## src/rtl/jms_pkg.sv

```systemverilog
`default_nettype none

package jms_pkg;

  // Marker codes
  localparam logic [7:0] BYTE_PREFIX = 8'hFF;
  localparam logic [7:0] BYTE_STUFF  = 8'h00;
  localparam logic [7:0] CODE_SOF0   = 8'hC0;
  localparam logic [7:0] CODE_SOF2   = 8'hC2;
  localparam logic [7:0] CODE_DHT    = 8'hC4;
  localparam logic [7:0] CODE_RST0   = 8'hD0;
  localparam logic [7:0] CODE_RSTMSK = 8'hF8;
  localparam logic [7:0] CODE_SOI    = 8'hD8;
  localparam logic [7:0] CODE_EOI    = 8'hD9;
  localparam logic [7:0] CODE_SOS    = 8'hDA;
  localparam logic [7:0] CODE_DQT    = 8'hDB;
  localparam logic [7:0] CODE_DRI    = 8'hDD;
  localparam logic [7:0] CODE_APP0   = 8'hE0;
  localparam logic [7:0] CODE_APP1   = 8'hE1;
  localparam logic [7:0] CODE_APP2   = 8'hE2;
  localparam logic [7:0] CODE_APP15  = 8'hEF;
  localparam logic [7:0] CODE_COM    = 8'hFE;

  // Marker classes
  localparam logic [3:0] CLS_OTHER = 4'd0;
  localparam logic [3:0] CLS_SOF0  = 4'd1;
  localparam logic [3:0] CLS_SOF2  = 4'd2;
  localparam logic [3:0] CLS_DHT   = 4'd3;
  localparam logic [3:0] CLS_RST   = 4'd4;
  localparam logic [3:0] CLS_SOI   = 4'd5;
  localparam logic [3:0] CLS_EOI   = 4'd6;
  localparam logic [3:0] CLS_SOS   = 4'd7;
  localparam logic [3:0] CLS_DQT   = 4'd8;
  localparam logic [3:0] CLS_DRI   = 4'd9;
  localparam logic [3:0] CLS_APP0  = 4'd10;
  localparam logic [3:0] CLS_APP1  = 4'd11;
  localparam logic [3:0] CLS_APPN  = 4'd12;
  localparam logic [3:0] CLS_COM   = 4'd13;

  // Restart interval status codes
  localparam logic [2:0] IST_NONE    = 3'd0;
  localparam logic [2:0] IST_OK      = 3'd1;
  localparam logic [2:0] IST_NOLEN   = 3'd2;
  localparam logic [2:0] IST_BADLEN  = 3'd3;
  localparam logic [2:0] IST_CUTOFF  = 3'd4;

  // Record kinds
  localparam logic KIND_MARKER  = 1'b0;
  localparam logic KIND_OVERRUN = 1'b1;

  localparam int unsigned FifoDepth = 4;
  localparam int unsigned FifoAw    = $clog2(FifoDepth);

  typedef enum logic [2:0] {
    PH_SEEK   = 3'd0,
    PH_PREFIX = 3'd1,
    PH_LEN_HI = 3'd2,
    PH_LEN_LO = 3'd3,
    PH_INT_HI = 3'd4,
    PH_INT_LO = 3'd5,
    PH_SKIP   = 3'd6
  } phase_e;

  typedef struct packed {
    logic        kind;
    logic [7:0]  code;
    logic [31:0] offset;
    logic        has_len;
    logic [15:0] seg_len;
    logic [3:0]  cls;
    logic [15:0] interval;
    logic [2:0]  status;
    logic [15:0] overrun;
    logic        last;
  } rec_t;

  // Results of one input byte: zero, one or two records
  typedef struct packed {
    logic [1:0] count;
    rec_t       rec0;
    rec_t       rec1;
  } push_t;

  function automatic logic is_rst(input logic [7:0] c);
    return (c & CODE_RSTMSK) == CODE_RST0;
  endfunction

  function automatic logic lacks_length(input logic [7:0] c);
    return (c == CODE_SOI) || (c == CODE_EOI) || is_rst(c);
  endfunction

  function automatic logic [3:0] class_of(input logic [7:0] c);
    logic [3:0] k;
    k = CLS_OTHER;
    if (c == CODE_SOF0)                    k = CLS_SOF0;
    else if (c == CODE_SOF2)               k = CLS_SOF2;
    else if (c == CODE_DHT)                k = CLS_DHT;
    else if (is_rst(c))                    k = CLS_RST;
    else if (c == CODE_SOI)                k = CLS_SOI;
    else if (c == CODE_EOI)                k = CLS_EOI;
    else if (c == CODE_SOS)                k = CLS_SOS;
    else if (c == CODE_DQT)                k = CLS_DQT;
    else if (c == CODE_DRI)                k = CLS_DRI;
    else if (c == CODE_APP0)               k = CLS_APP0;
    else if (c == CODE_APP1)               k = CLS_APP1;
    else if (c inside {[CODE_APP2:CODE_APP15]}) k = CLS_APPN;
    else if (c == CODE_COM)                k = CLS_COM;
    return k;
  endfunction

  function automatic rec_t make_rec(input logic kind, input logic [7:0] code,
                                    input logic [31:0] offset, input logic has_len,
                                    input logic [15:0] seg_len,
                                    input logic [15:0] interval,
                                    input logic [2:0] status,
                                    input logic [15:0] overrun);
    rec_t r;
    r.kind     = kind;
    r.code     = code;
    r.offset   = offset;
    r.has_len  = has_len;
    r.seg_len  = has_len ? seg_len : 16'd0;
    r.cls      = class_of(code);
    r.interval = interval;
    r.status   = status;
    r.overrun  = overrun;
    r.last     = 1'b0;
    return r;
  endfunction

endpackage

`default_nettype wire

```

## src/rtl/jms_parser.sv

```systemverilog
`default_nettype none

module jms_parser (
  input  wire logic           clk_i,
  input  wire logic           rst_ni,
  input  wire logic           accept_i,
  input  wire logic [7:0]     byte_i,
  input  wire logic           eos_i,
  input  wire logic           scan_mode_i,
  output jms_pkg::push_t      push_o
);
  import jms_pkg::*;

  phase_e      phase_q, phase_d;
  logic [31:0] pos_q, pos_d;
  logic [7:0]  code_q, code_d;
  logic [31:0] off_q, off_d;
  logic [15:0] len_q, len_d;
  logic [7:0]  ihi_q, ihi_d;
  logic [15:0] skip_q, skip_d;

  logic        skipping;
  logic        is_dri;
  logic [15:0] len_full;
  logic [15:0] seg_size;
  logic [31:0] pos_m1;
  logic        scan_prefix;
  logic [31:0] scan_off;
  logic        scan_emit;
  rec_t        scan_rec;
  rec_t        rec0, rec1;
  logic [1:0]  count;

  assign skipping = !scan_mode_i;
  assign is_dri   = code_q == CODE_DRI;
  assign len_full = {len_q[15:8], byte_i};
  assign seg_size = (len_full < 16'd2) ? 16'd2 : len_full;
  assign pos_m1   = pos_q - 32'd1;

  // Marker search on this byte; after DRI interval bytes a 0xFF high byte opens a prefix
  always_comb begin
    if (phase_q == PH_INT_LO) begin
      scan_prefix = ihi_q == BYTE_PREFIX;
      scan_off    = scan_prefix ? pos_m1 : off_q;
    end else begin
      scan_prefix = phase_q == PH_PREFIX;
      scan_off    = off_q;
    end
    scan_emit = scan_prefix && (byte_i != BYTE_PREFIX) && (byte_i != BYTE_STUFF)
                && (lacks_length(byte_i) || eos_i);
    scan_rec  = make_rec(KIND_MARKER, byte_i, scan_off, 1'b0, 16'd0, 16'd0,
                         (byte_i == CODE_DRI) ? IST_NOLEN : IST_NONE, 16'd0);
  end

  // Next state
  always_comb begin
    phase_d = phase_q;
    pos_d   = pos_q + 32'd1;
    code_d  = code_q;
    off_d   = off_q;
    len_d   = len_q;
    ihi_d   = ihi_q;
    skip_d  = skip_q;
    case (phase_q)
      PH_LEN_HI: begin
        len_d   = {byte_i, 8'd0};
        phase_d = eos_i ? PH_SEEK : PH_LEN_LO;
      end
      PH_LEN_LO: begin
        len_d   = len_full;
        phase_d = PH_SEEK;
        if (is_dri && len_full == 16'd4) begin
          if (!eos_i) phase_d = PH_INT_HI;
        end else if (skipping && !eos_i) begin
          skip_d = seg_size - 16'd2;
          if (seg_size != 16'd2) phase_d = PH_SKIP;
        end
      end
      PH_INT_HI: begin
        ihi_d   = byte_i;
        phase_d = eos_i ? PH_SEEK : PH_INT_LO;
      end
      PH_SKIP: begin
        phase_d = PH_SEEK;
        if (!eos_i) begin
          skip_d = skip_q - 16'd1;
          if (skip_q != 16'd1) phase_d = PH_SKIP;
        end
      end
      default: begin
        // Seek, prefix and the low interval byte; in skip mode that byte only returns to seek
        if (phase_q == PH_INT_LO && skipping) begin
          phase_d = PH_SEEK;
        end else if (!scan_prefix) begin
          if (byte_i == BYTE_PREFIX) begin
            phase_d = PH_PREFIX;
            off_d   = pos_q;
          end else begin
            phase_d = PH_SEEK;
          end
        end else begin
          off_d = scan_off;
          if (byte_i == BYTE_PREFIX) begin
            phase_d = PH_PREFIX;
            off_d   = pos_q;
          end else if (byte_i == BYTE_STUFF) begin
            phase_d = PH_SEEK;
          end else begin
            code_d  = byte_i;
            phase_d = (lacks_length(byte_i) || eos_i) ? PH_SEEK : PH_LEN_HI;
          end
        end
      end
    endcase
    // Stream end returns everything to reset values
    if (eos_i) begin
      phase_d = PH_SEEK;
      pos_d   = 32'd0;
      code_d  = 8'd0;
      off_d   = 32'd0;
      len_d   = 16'd0;
      ihi_d   = 8'd0;
      skip_d  = 16'd0;
    end
  end

  // Result records
  always_comb begin
    rec0  = make_rec(KIND_MARKER, code_q, off_q, 1'b0, 16'd0, 16'd0, IST_NONE, 16'd0);
    rec1  = rec0;
    count = 2'd0;
    case (phase_q)
      PH_LEN_HI: begin
        if (eos_i) begin
          rec0  = make_rec(KIND_MARKER, code_q, off_q, 1'b0, 16'd0, 16'd0,
                           is_dri ? IST_NOLEN : IST_NONE, 16'd0);
          count = 2'd1;
        end
      end
      PH_LEN_LO: begin
        rec1 = make_rec(KIND_OVERRUN, code_q, off_q, 1'b1, len_full, 16'd0, IST_NONE,
                        seg_size - 16'd1);
        if (is_dri && len_full == 16'd4) begin
          rec0 = make_rec(KIND_MARKER, code_q, off_q, 1'b1, len_full, 16'd0,
                          IST_CUTOFF, 16'd0);
          if (eos_i) count = skipping ? 2'd2 : 2'd1;
        end else begin
          rec0  = make_rec(KIND_MARKER, code_q, off_q, 1'b1, len_full, 16'd0,
                           is_dri ? IST_BADLEN : IST_NONE, 16'd0);
          count = (skipping && eos_i) ? 2'd2 : 2'd1;
        end
      end
      PH_INT_HI: begin
        rec0 = make_rec(KIND_MARKER, code_q, off_q, 1'b1, len_q, 16'd0, IST_CUTOFF, 16'd0);
        rec1 = make_rec(KIND_OVERRUN, code_q, off_q, 1'b1, len_q, 16'd0, IST_NONE, 16'd2);
        if (eos_i) count = skipping ? 2'd2 : 2'd1;
      end
      PH_INT_LO: begin
        rec0 = make_rec(KIND_MARKER, code_q, off_q, 1'b1, len_q, {ihi_q, byte_i},
                        IST_OK, 16'd0);
        if (skipping) begin
          rec1  = make_rec(KIND_OVERRUN, code_q, off_q, 1'b1, len_q, 16'd0, IST_NONE,
                           16'd1);
          count = eos_i ? 2'd2 : 2'd1;
        end else begin
          rec1  = scan_rec;
          count = scan_emit ? 2'd2 : 2'd1;
        end
      end
      PH_SKIP: begin
        rec0 = make_rec(KIND_OVERRUN, code_q, off_q, 1'b1, len_q, 16'd0, IST_NONE, skip_q);
        if (eos_i) count = 2'd1;
      end
      default: begin
        rec0  = scan_rec;
        count = scan_emit ? 2'd1 : 2'd0;
      end
    endcase
    // Flag the final record of this byte
    if (count == 2'd2) rec1.last = 1'b1;
    else               rec0.last = 1'b1;
    push_o.count = accept_i ? count : 2'd0;
    push_o.rec0  = rec0;
    push_o.rec1  = rec1;
  end

  // Advance parser state on each accepted byte
  always_ff @(posedge clk_i or negedge rst_ni) begin
    if (!rst_ni) begin
      phase_q <= PH_SEEK;
      pos_q   <= 32'd0;
      code_q  <= 8'd0;
      off_q   <= 32'd0;
      len_q   <= 16'd0;
      ihi_q   <= 8'd0;
      skip_q  <= 16'd0;
    end else if (accept_i) begin
      phase_q <= phase_d;
      pos_q   <= pos_d;
      code_q  <= code_d;
      off_q   <= off_d;
      len_q   <= len_d;
      ihi_q   <= ihi_d;
      skip_q  <= skip_d;
    end
  end

endmodule

`default_nettype wire

```

## src/rtl/jms_result_fifo.sv

```systemverilog
`default_nettype none

module jms_result_fifo (
  input  wire logic           clk_i,
  input  wire logic           rst_ni,
  input  wire jms_pkg::push_t push_i,
  output logic                room_o,
  output logic                valid_o,
  input  wire logic           ready_i,
  output jms_pkg::rec_t       rec_o
);
  import jms_pkg::*;

  rec_t              mem_q [FifoDepth];
  logic [FifoAw-1:0] wr_q, wr_d;
  logic [FifoAw-1:0] rd_q, rd_d;
  logic [FifoAw:0]   cnt_q, cnt_d;
  logic [FifoAw-1:0] wr_p1;
  logic              pop;

  assign pop     = valid_o && ready_i;
  assign valid_o = cnt_q != '0;
  assign rec_o   = mem_q[rd_q];
  // Room for a full pair of records regardless of the consumer
  assign room_o  = cnt_q <= (FifoAw + 1)'(FifoDepth - 2);
  assign wr_p1   = wr_q + 1'b1;

  always_comb begin
    wr_d  = wr_q + FifoAw'(push_i.count);
    rd_d  = rd_q + FifoAw'(pop);
    cnt_d = cnt_q + (FifoAw + 1)'(push_i.count) - (FifoAw + 1)'(pop);
  end

  // Hold record payloads
  always_ff @(posedge clk_i) begin
    if (push_i.count != 2'd0) mem_q[wr_q]  <= push_i.rec0;
    if (push_i.count == 2'd2) mem_q[wr_p1] <= push_i.rec1;
  end

  // Advance pointers and fill count
  always_ff @(posedge clk_i or negedge rst_ni) begin
    if (!rst_ni) begin
      wr_q  <= '0;
      rd_q  <= '0;
      cnt_q <= '0;
    end else begin
      wr_q  <= wr_d;
      rd_q  <= rd_d;
      cnt_q <= cnt_d;
    end
  end

endmodule

`default_nettype wire

```

## src/rtl/jpeg_marker_segment_scanner.sv

```systemverilog
`default_nettype none

// JPEG marker segment scanner.
// Input: one stream byte per word on s_axis (tdata = byte, tlast = final byte of
// the stream). Output: one record per word on m_axis; tuser is the record kind
// (0 marker, 1 segment overrun), tlast flags the final record caused by a byte.
// A byte causes zero, one or two records.
// Configuration: cfg_data_i is scan_mode, written when cfg_valid_i is high;
// cfg_ready_o is always high. Write it only while the block is idle.
// Records enter the record queue when their byte is accepted; m_axis offers its oldest one.
// Throughput: one byte per cycle while s_axis_tready is high. Records drain one per
// cycle while m_axis_tready is high from a four-entry record queue; s_axis_tready drops
// while more than two records wait, so a stalled receiver stops the byte stream once three or four records are queued.
// Reset: parser returns to searching for a 0xFF prefix at offset 0, scan_mode
// clears to 0 (skip mode) and the record queue empties. The last byte of a
// stream also returns the parser (not scan_mode) to its reset state.
module jpeg_marker_segment_scanner (
  input  wire logic        clk_i,
  input  wire logic        rst_ni,
  input  wire logic        s_axis_tvalid,
  output logic             s_axis_tready,
  input  wire logic [7:0]  s_axis_tdata,   // [7:0] data_byte
  input  wire logic        s_axis_tlast,
  output logic             m_axis_tvalid,
  input  wire logic        m_axis_tready,
  // [7:0] marker_code, [39:8] marker_offset, [40] has_length,
  // [56:41] segment_length, [60:57] marker_class, [76:61] restart_interval,
  // [79:77] interval_status, [95:80] overrun_bytes
  output logic [95:0]      m_axis_tdata,
  output logic             m_axis_tuser,   // [0] record_kind
  output logic             m_axis_tlast,
  input  wire logic        cfg_valid_i,
  output logic             cfg_ready_o,
  input  wire logic        cfg_data_i
);
  import jms_pkg::*;

  logic  scan_mode_q;
  logic  accept;
  push_t push;
  rec_t  rec;

  assign cfg_ready_o = 1'b1;
  assign accept      = s_axis_tvalid && s_axis_tready;

  // Hold the mode register
  always_ff @(posedge clk_i or negedge rst_ni) begin
    if (!rst_ni) begin
      scan_mode_q <= 1'b0;
    end else if (cfg_valid_i) begin
      scan_mode_q <= cfg_data_i;
    end
  end

  jms_parser u_parser (
    .clk_i       (clk_i),
    .rst_ni      (rst_ni),
    .accept_i    (accept),
    .byte_i      (s_axis_tdata),
    .eos_i       (s_axis_tlast),
    .scan_mode_i (scan_mode_q),
    .push_o      (push)
  );

  jms_result_fifo u_fifo (
    .clk_i   (clk_i),
    .rst_ni  (rst_ni),
    .push_i  (push),
    .room_o  (s_axis_tready),
    .valid_o (m_axis_tvalid),
    .ready_i (m_axis_tready),
    .rec_o   (rec)
  );

  // Pack the record onto the output word
  assign m_axis_tdata = {rec.overrun, rec.status, rec.interval, rec.cls, rec.seg_len,
                         rec.has_len, rec.offset, rec.code};
  assign m_axis_tuser = rec.kind;
  assign m_axis_tlast = rec.last;

endmodule

`default_nettype wire

```

## config.mk

```make
export PLATFORM = sky130hd
export DESIGN_NAME = jpeg_marker_segment_scanner
export DESIGN_NICKNAME = d
export VERILOG_FILES = /design/src/rtl/jms_pkg.sv /design/src/rtl/jms_parser.sv /design/src/rtl/jms_result_fifo.sv /design/src/rtl/jpeg_marker_segment_scanner.sv
export SDC_FILE = /design/constraint.sdc
export NUM_CORES = 1
export LEC_CHECK = 0
export BUFFER_PORTS_ARGS = -buffer_cell sky130_fd_sc_hd__buf_2
export CORE_ASPECT_RATIO = 1.25
export CORE_MARGIN = 8
export CORE_UTILIZATION = 45
export CTS_CLUSTER_DIAMETER = 40
export DETAILED_ROUTE_END_ITERATION = 8
export GPL_TIMING_DRIVEN = 0
export PLACE_DENSITY_LB_ADDON = 0.25
export SLEW_MARGIN = 20
export SYNTH_ARGS = -nofsm -noshare
export SYNTH_HDL_FRONTEND = slang
export SYNTH_SLANG_ARGS = --single-unit
```

## constraint.sdc

```tcl
create_clock -name clk_i -period 14.1 [get_ports clk_i]
set_input_delay 2.82 -clock clk_i [delete_from_list [all_inputs] [get_ports clk_i]]
set_output_delay 2.82 -clock clk_i [all_outputs]
set_load 0.02 [all_outputs]
```

# Word-level counts from Yosys, hierarchy flattened
# Memory sizes are Yosys's and may differ from the RTL's.
# Cells that the tools add are included.
# word_totals
word_cells	196
mem_bits_rw	392
output_inout_bits	101
regBits	123
mem_count	1
# memory_table
name	words	word_bits	read_ports	rd_ports_with_merged_regs	write_ports	line_no	text
u_fifo.mem_q	4	98	1	0	2	jms_result_fifo.sv:14	rec_t mem_q [FifoDepth];
# classes
n_reduce_logical	34
order_cmp	6
n_eq_ne	45
add_sub_neg	10
mux	88
# ops
operator	count
98-bit one-hot mux with 5 select lines	1
98-bit one-hot mux with 3 select lines	1
32-bit two-way mux	9
8-bit == test, second input constant	24
4-bit two-way mux	26
98-bit two-way mux	1
16-bit two-way mux	5
8-bit two-way mux	8
16-bit one-hot mux with 2 select lines	2
20-bit two-way mux	2
32-bit by 1-bit adder with 32-bit output, second input constant	1
16-bit by 1-bit subtractor with 16-bit output, second input constant	2
32-bit by 1-bit subtractor with 32-bit output, second input constant	1
3-bit two-way mux	9
2-bit two-way mux	12
16-bit by 3-bit == test with 1-bit output, second input constant	1
8-bit greater-or-equal comparator, second input constant	2
8-bit <= comparator, second input constant	2
16-bit by 2-bit < comparator with 1-bit output, second input constant	1
16-bit by 1-bit inequality test with 1-bit output, second input constant	1
16-bit by 2-bit inequality test with 1-bit output, second input constant	1
16-bit by 2-bit subtractor with 16-bit output, second input constant	1
3-bit one-hot mux with 4 select lines	1
3-bit nonzero test	4
30 further kinds	65

# Longest topological paths before layout
# logic_depth
ltp_word	17
ltp_mapped	16

# Cells and area by module
# A second synthesis with hierarchy kept.
# unflattened
hier_cells	2315
hier_area_um2	28851.4
# modules_own_cells
mod	area_each_um2	cells_each	instances
jms_result_fifo	19212.2	993	1
jms_parser	9581.7	1317	1
jpeg_marker_segment_scanner	57.6	5	1

# Least setup slack after synthesis
# OpenSTA, ideal clock, no wires.
# synth_timing
path_type	in2reg
start	input s_axis_tdata[4]
end	memory u_fifo.mem_q[2][48] in the netlist's numbering (data pin)
setup_slack_ns	6.790
t_arrival_ns	7.149
path_buffers	2
t_required_ns	13.939
cell_stages	11
cell_sequence	clkbuf_1 or4_1 nor3_2 nor3b_2 a211oi_2 o221a_2 buf_6 inv_2 o211ai_2 a221oi_2 nor2_1
# synth_rtl
item	line_no	text
from (decl)	jpeg_marker_segment_scanner.sv:22	input wire logic [7:0] s_axis_tdata,
to (decl)	jms_result_fifo.sv:14	

==> flow_metrics.env <==
export IMPL_drcViolationCount=0
export IMPL_hp_start="u_fifo.mem_q[3][27]$_SDFFE_PP0P_"
export IMPL_swShare_pct=35.90
export IMPL_hold_depth=2
export IMPL_antenna_found_initial=0
export IMPL_synth_area_leader_cell="edfxtp_1"
export IMPL_r2r_start="u_fifo.cnt_q[1]$_DFF_PN0_"
export IMPL_max_stage_delay_ps=730
export IMPL_synth_compound_area_share_pct=18.68
export IMPL_portBuffers=110
export IMPL_ctsRootBufferMaster="clkbuf_16"
export IMPL_final_common_cell="edfxtp_1"
export IMPL_ios=116
export IMPL_slew_headroom_pct=30.33
export IMPL_postCtsHoldBufs=0
export IMPL_synth_simple_area_share_pct=12.05
export IMPL_rr_worst_depth=10
export IMPL_pwr_share_seq_pct=36.1
export IMPL_rsz0062_at_grt="false"
export IMPL_num_vias=22170
export IMPL_hold_viol=0
export IMPL_die_w_um=233.0
export IMPL_setup_violations=0
export IMPL_path_cells="buf_2 -> or4_1 -> nor3_2 -> nor3b_2 -> a21oi_1 -> nor2_2 -> nand2_1 -> buf_2 -> buf_1 -> nand2_4 -> buf_12"
export IMPL_internal_power_uw=3222
export IMPL_min_to="u_fifo.mem_q[3][27]$_SDFFE_PP0P_"
export IMPL_drive_above_1_share_pct=16.60
export IMPL_reg2reg_to="u_fifo.mem_q[1][1]$_DFFE_PP_"
export IMPL_die_area_um2=66910
export IMPL_combPwrFrac_pct=29.0
export IMPL_dr_first_iter_drc_count=2681
export IMPL_nNetsFinal=2616
export IMPL_ys_seq_area_share_pct=53.36
export IMPL_ys_types=87
export IMPL_hold_path_class="flip-flop to flip-flop"
export IMPL_dr_pass1_iters=6
export IMPL_cts_setup_buffers=0
export IMPL_grt_pass1_wl_mm=141.0
export IMPL_cts_tree="yes"
export IMPL_most_common_layout_cells="320 x edfxtp_1, 213 x nand2_1, 200 x o21ai_0, 172 x nor2_1"
export IMPL_grt_overflow_total=0
export IMPL_antenna_cells=0
export IMPL_routed_wl_mm=95.75
export IMPL_startpoint_type="input port"
export IMPL_synth_top_area_share_pct=36.29
export IMPL_worst_setup_path_type="input port to flip-flop"
export IMPL_worstPathMaxFanout=32
export IMPL_rrSetupSlack_ps=9000
export IMPL_start_util_pct=45.38
export IMPL_fmax_ghz=0.1366
export IMPL_area_delta_synth_final_pct=15.87
export IMPL_avgSynthCellArea_um2=11.08
export IMPL_ir_drop_mv=0.1182
export IMPL_ant_nets=0
export IMPL_clock_skew_ps=40.35
export IMPL_synth_nets=2418
export IMPL_grt_usage_pct=28.05
export IMPL_setup_tns_ps=0
export IMPL_timing_final_crit_share_pct=51.90
export IMPL_synth_xor_area_share_pct=2.415
export IMPL_ys_warnings_count=0
export IMPL_power_uw=5026
export IMPL_synth_async_reset_ratio_pct=23.88
export IMPL_cts_resized_gates=0
export IMPL_status="completed"
export IMPL_routed_via_density=6.520
export IMPL_final_cells=3401
export IMPL_synth_top_family_by_area="compound AO/OA/AOI/OAI gates"
export IMPL_synth_adder_area_share_pct=0.6427
export IMPL_post_drt_wl_per_cell_um=28.15
export IMPL_power_density_nw_per_um2=163.8
export IMPL_post_place_cells=3274
export IMPL_crit_slowest_cell="buf_1"
export IMPL_fin_crit_ps=7318
export IMPL_drv_slew=0
export IMPL_crit_arrival_ps=7650
export IMPL_p_clk_share_pct=35.0
export IMPL_ys_ff_latch=515
export IMPL_worst_path_most_repeated_cell="buf_2"
export IMPL_cts_htree_levels=3
export IMPL_drv_cap=0
export IMPL_endpoint_kind="flip-flop"
export IMPL_synthTopCellsByArea="edfxtp_1 36%, dfrtp_1 12%, mux4_2 8.3%, dfxtp_1 5.4%, a22o_1 3.8%"
export IMPL_yosys_most_used_dff="edfxtp_1"
export IMPL_required_ps=14440
export IMPL_syn_inst=2390
export IMPL_grt_max_degree=76
export IMPL_clkLatencyLatePin_ps=620
export IMPL_gp_congestion=0.9903
export IMPL_grt_pass1_vias=21990
export IMPL_p_sw_uw=1804
export IMPL_hpwlAfterDp_mm=69.36
export IMPL_cts_sinks=515
export IMPL_cts_buffers=68
export IMPL_syn_area_um2=26480
export IMPL_coreArea_um2=58340
export IMPL_clkTransAtPathRegs_ps=60
export IMPL_leakage_uw=0.01059
export IMPL_rows=99
export IMPL_die_y_um=287.2
export IMPL_cts_buffer_depth=3
export IMPL_worst_pin_slew_ps=1045
export IMPL_synth_edff_count=320
export IMPL_muxShareOfSynthArea_pct=8.903
final cells by class:
| cell class | instances | area (um2) |
|---|---|---|
| clock inverters | 44 | 449.2 |
| clock buffers | 82 | 1848 |
| inverters | 46 | 172.7 |
| plain buffers | 212 | 875.8 |
| repair buffers | 128 | 884.6 |
| fillers | 5117 | 27660 |
| multi-input cells | 1617 | 11370 |
| well taps | 757 | 947.2 |
| flip-flops and latches | 515 | 14130 |
worst max-delay path by stage:
stage | from | end | slack (ps) | cells after the start
after global routing | s_axis_tdata[6] | u_fifo.mem_q[1][1]$_DFFE_PP_ | 6650 | 11
after floorplan | s_axis_tdata[4] | u_fifo.mem_q[2][48]$_DFFE_PP_ | 6790 | 11
after CTS | s_axis_tdata[6] | u_fifo.mem_q[1][45]$_DFFE_PP_ | 6940 | 11
after detailed placement | s_axis_tdata[6] | u_fifo.mem_q[1][6]$_DFFE_PP_ | 6340 | 11
final | s_axis_tdata[6] | u_fifo.mem_q[1][1]$_DFFE_PP_ | 6780 | 11
after global placement | s_axis_tdata[6] | u_fifo.mem_q[1][4]$_DFFE_PP_ | 3550 | 10
routing by layer:
| layer | share of wire, % | routed length (um) | track usage [%] |
|---|---|---|---|
| met1 | 36 | 34620 | 32.70 |
| met2 | 51 | 48680 | 48.69 |
| met3 | 7.4 | 7116 | 4.571 |
| met4 | 5.6 | 5329 | 15.66 |
| met5 | 0 | 0 | 0 |
cell usage after synthesis (15+ instances only):
cell type,number
mux2i_1,15
nand2_1,215
clkbuf_1,143
and2_1,20
or3_1,30
dfrtp_1,123
a22oi_1,27
xor2_1,20
inv_1,45
nand2b_1,15
a22o_1,115
mux4_2,98
o31ai_1,43
o22ai_1,127
nand3_1,100
nor3_1,47
o21ai_0,200
buf_1,26
edfxtp_1,320
xnor2_1,53
o2bb2ai_1,40
a21oi_1,94
dfxtp_1,72
buf_2,38
nor2_1,172
state kept, by name, indices dropped and copies added, names as in the netlist:
| register | flops |
|---|---|
| u_fifo.mem_q | 392 |
| u_parser.off_q | 32 |
| u_parser.pos_q | 32 |
| u_parser.len_q | 16 |
| u_parser.skip_q | 16 |
| u_parser.code_q | 8 |
| u_parser.ihi_q | 8 |
| u_fifo.cnt_q | 3 |
| u_parser.phase_q | 3 |
| u_fifo.rd_q | 2 |
| u_fifo.wr_q | 2 |
| scan_mode_q | 1 |
cell families after synthesis:
logic type / Yosys count
AO/OA/AOI/OAI: 736
XOR/XNOR: 73
adder cells (fa/ha/maj): 13
buffers and inverters: 258
flip-flops: 515
multiplexers: 113
other: 1
AND/OR/NAND/NOR: 681
worst max-delay path, delay by kind of cell:
family	cells	cell delay, ps
AO/OA/AOI/OAI	1	680
AND/OR/NAND/NOR	6	2430
buffers and inverters	4	1660
power by group through the flow:
stage / logic (uW) / clock network (uW) / registers, uW
finish: 1460 / 1760 / 1810
CTS: 1460 / 1770 / 1810
floorplan: 950 / 0 / 1800
global route: 1550 / 1830 / 1820
global placement: 1420 / 0 / 1840
detailed placement: 1450 / 0 / 1840
metrics by stage:
stage | hold WS (ps) | setup WS (ps) | util, % | cell area [um2]
finish | 467.0 | 6782 | 52.59 | 30680
CTS | 473.1 | 6942 | 52.55 | 30660
detailed placement | 459.4 | 6344 | 48.62 | 28360
global placement | 447.1 | 3554 | 47.95 | 27980
floorplan | 438.3 | 6790 | - | 26480
global route | 489.3 | 6649 | 52.59 | 30680
(Power assumes the default switching activity.)
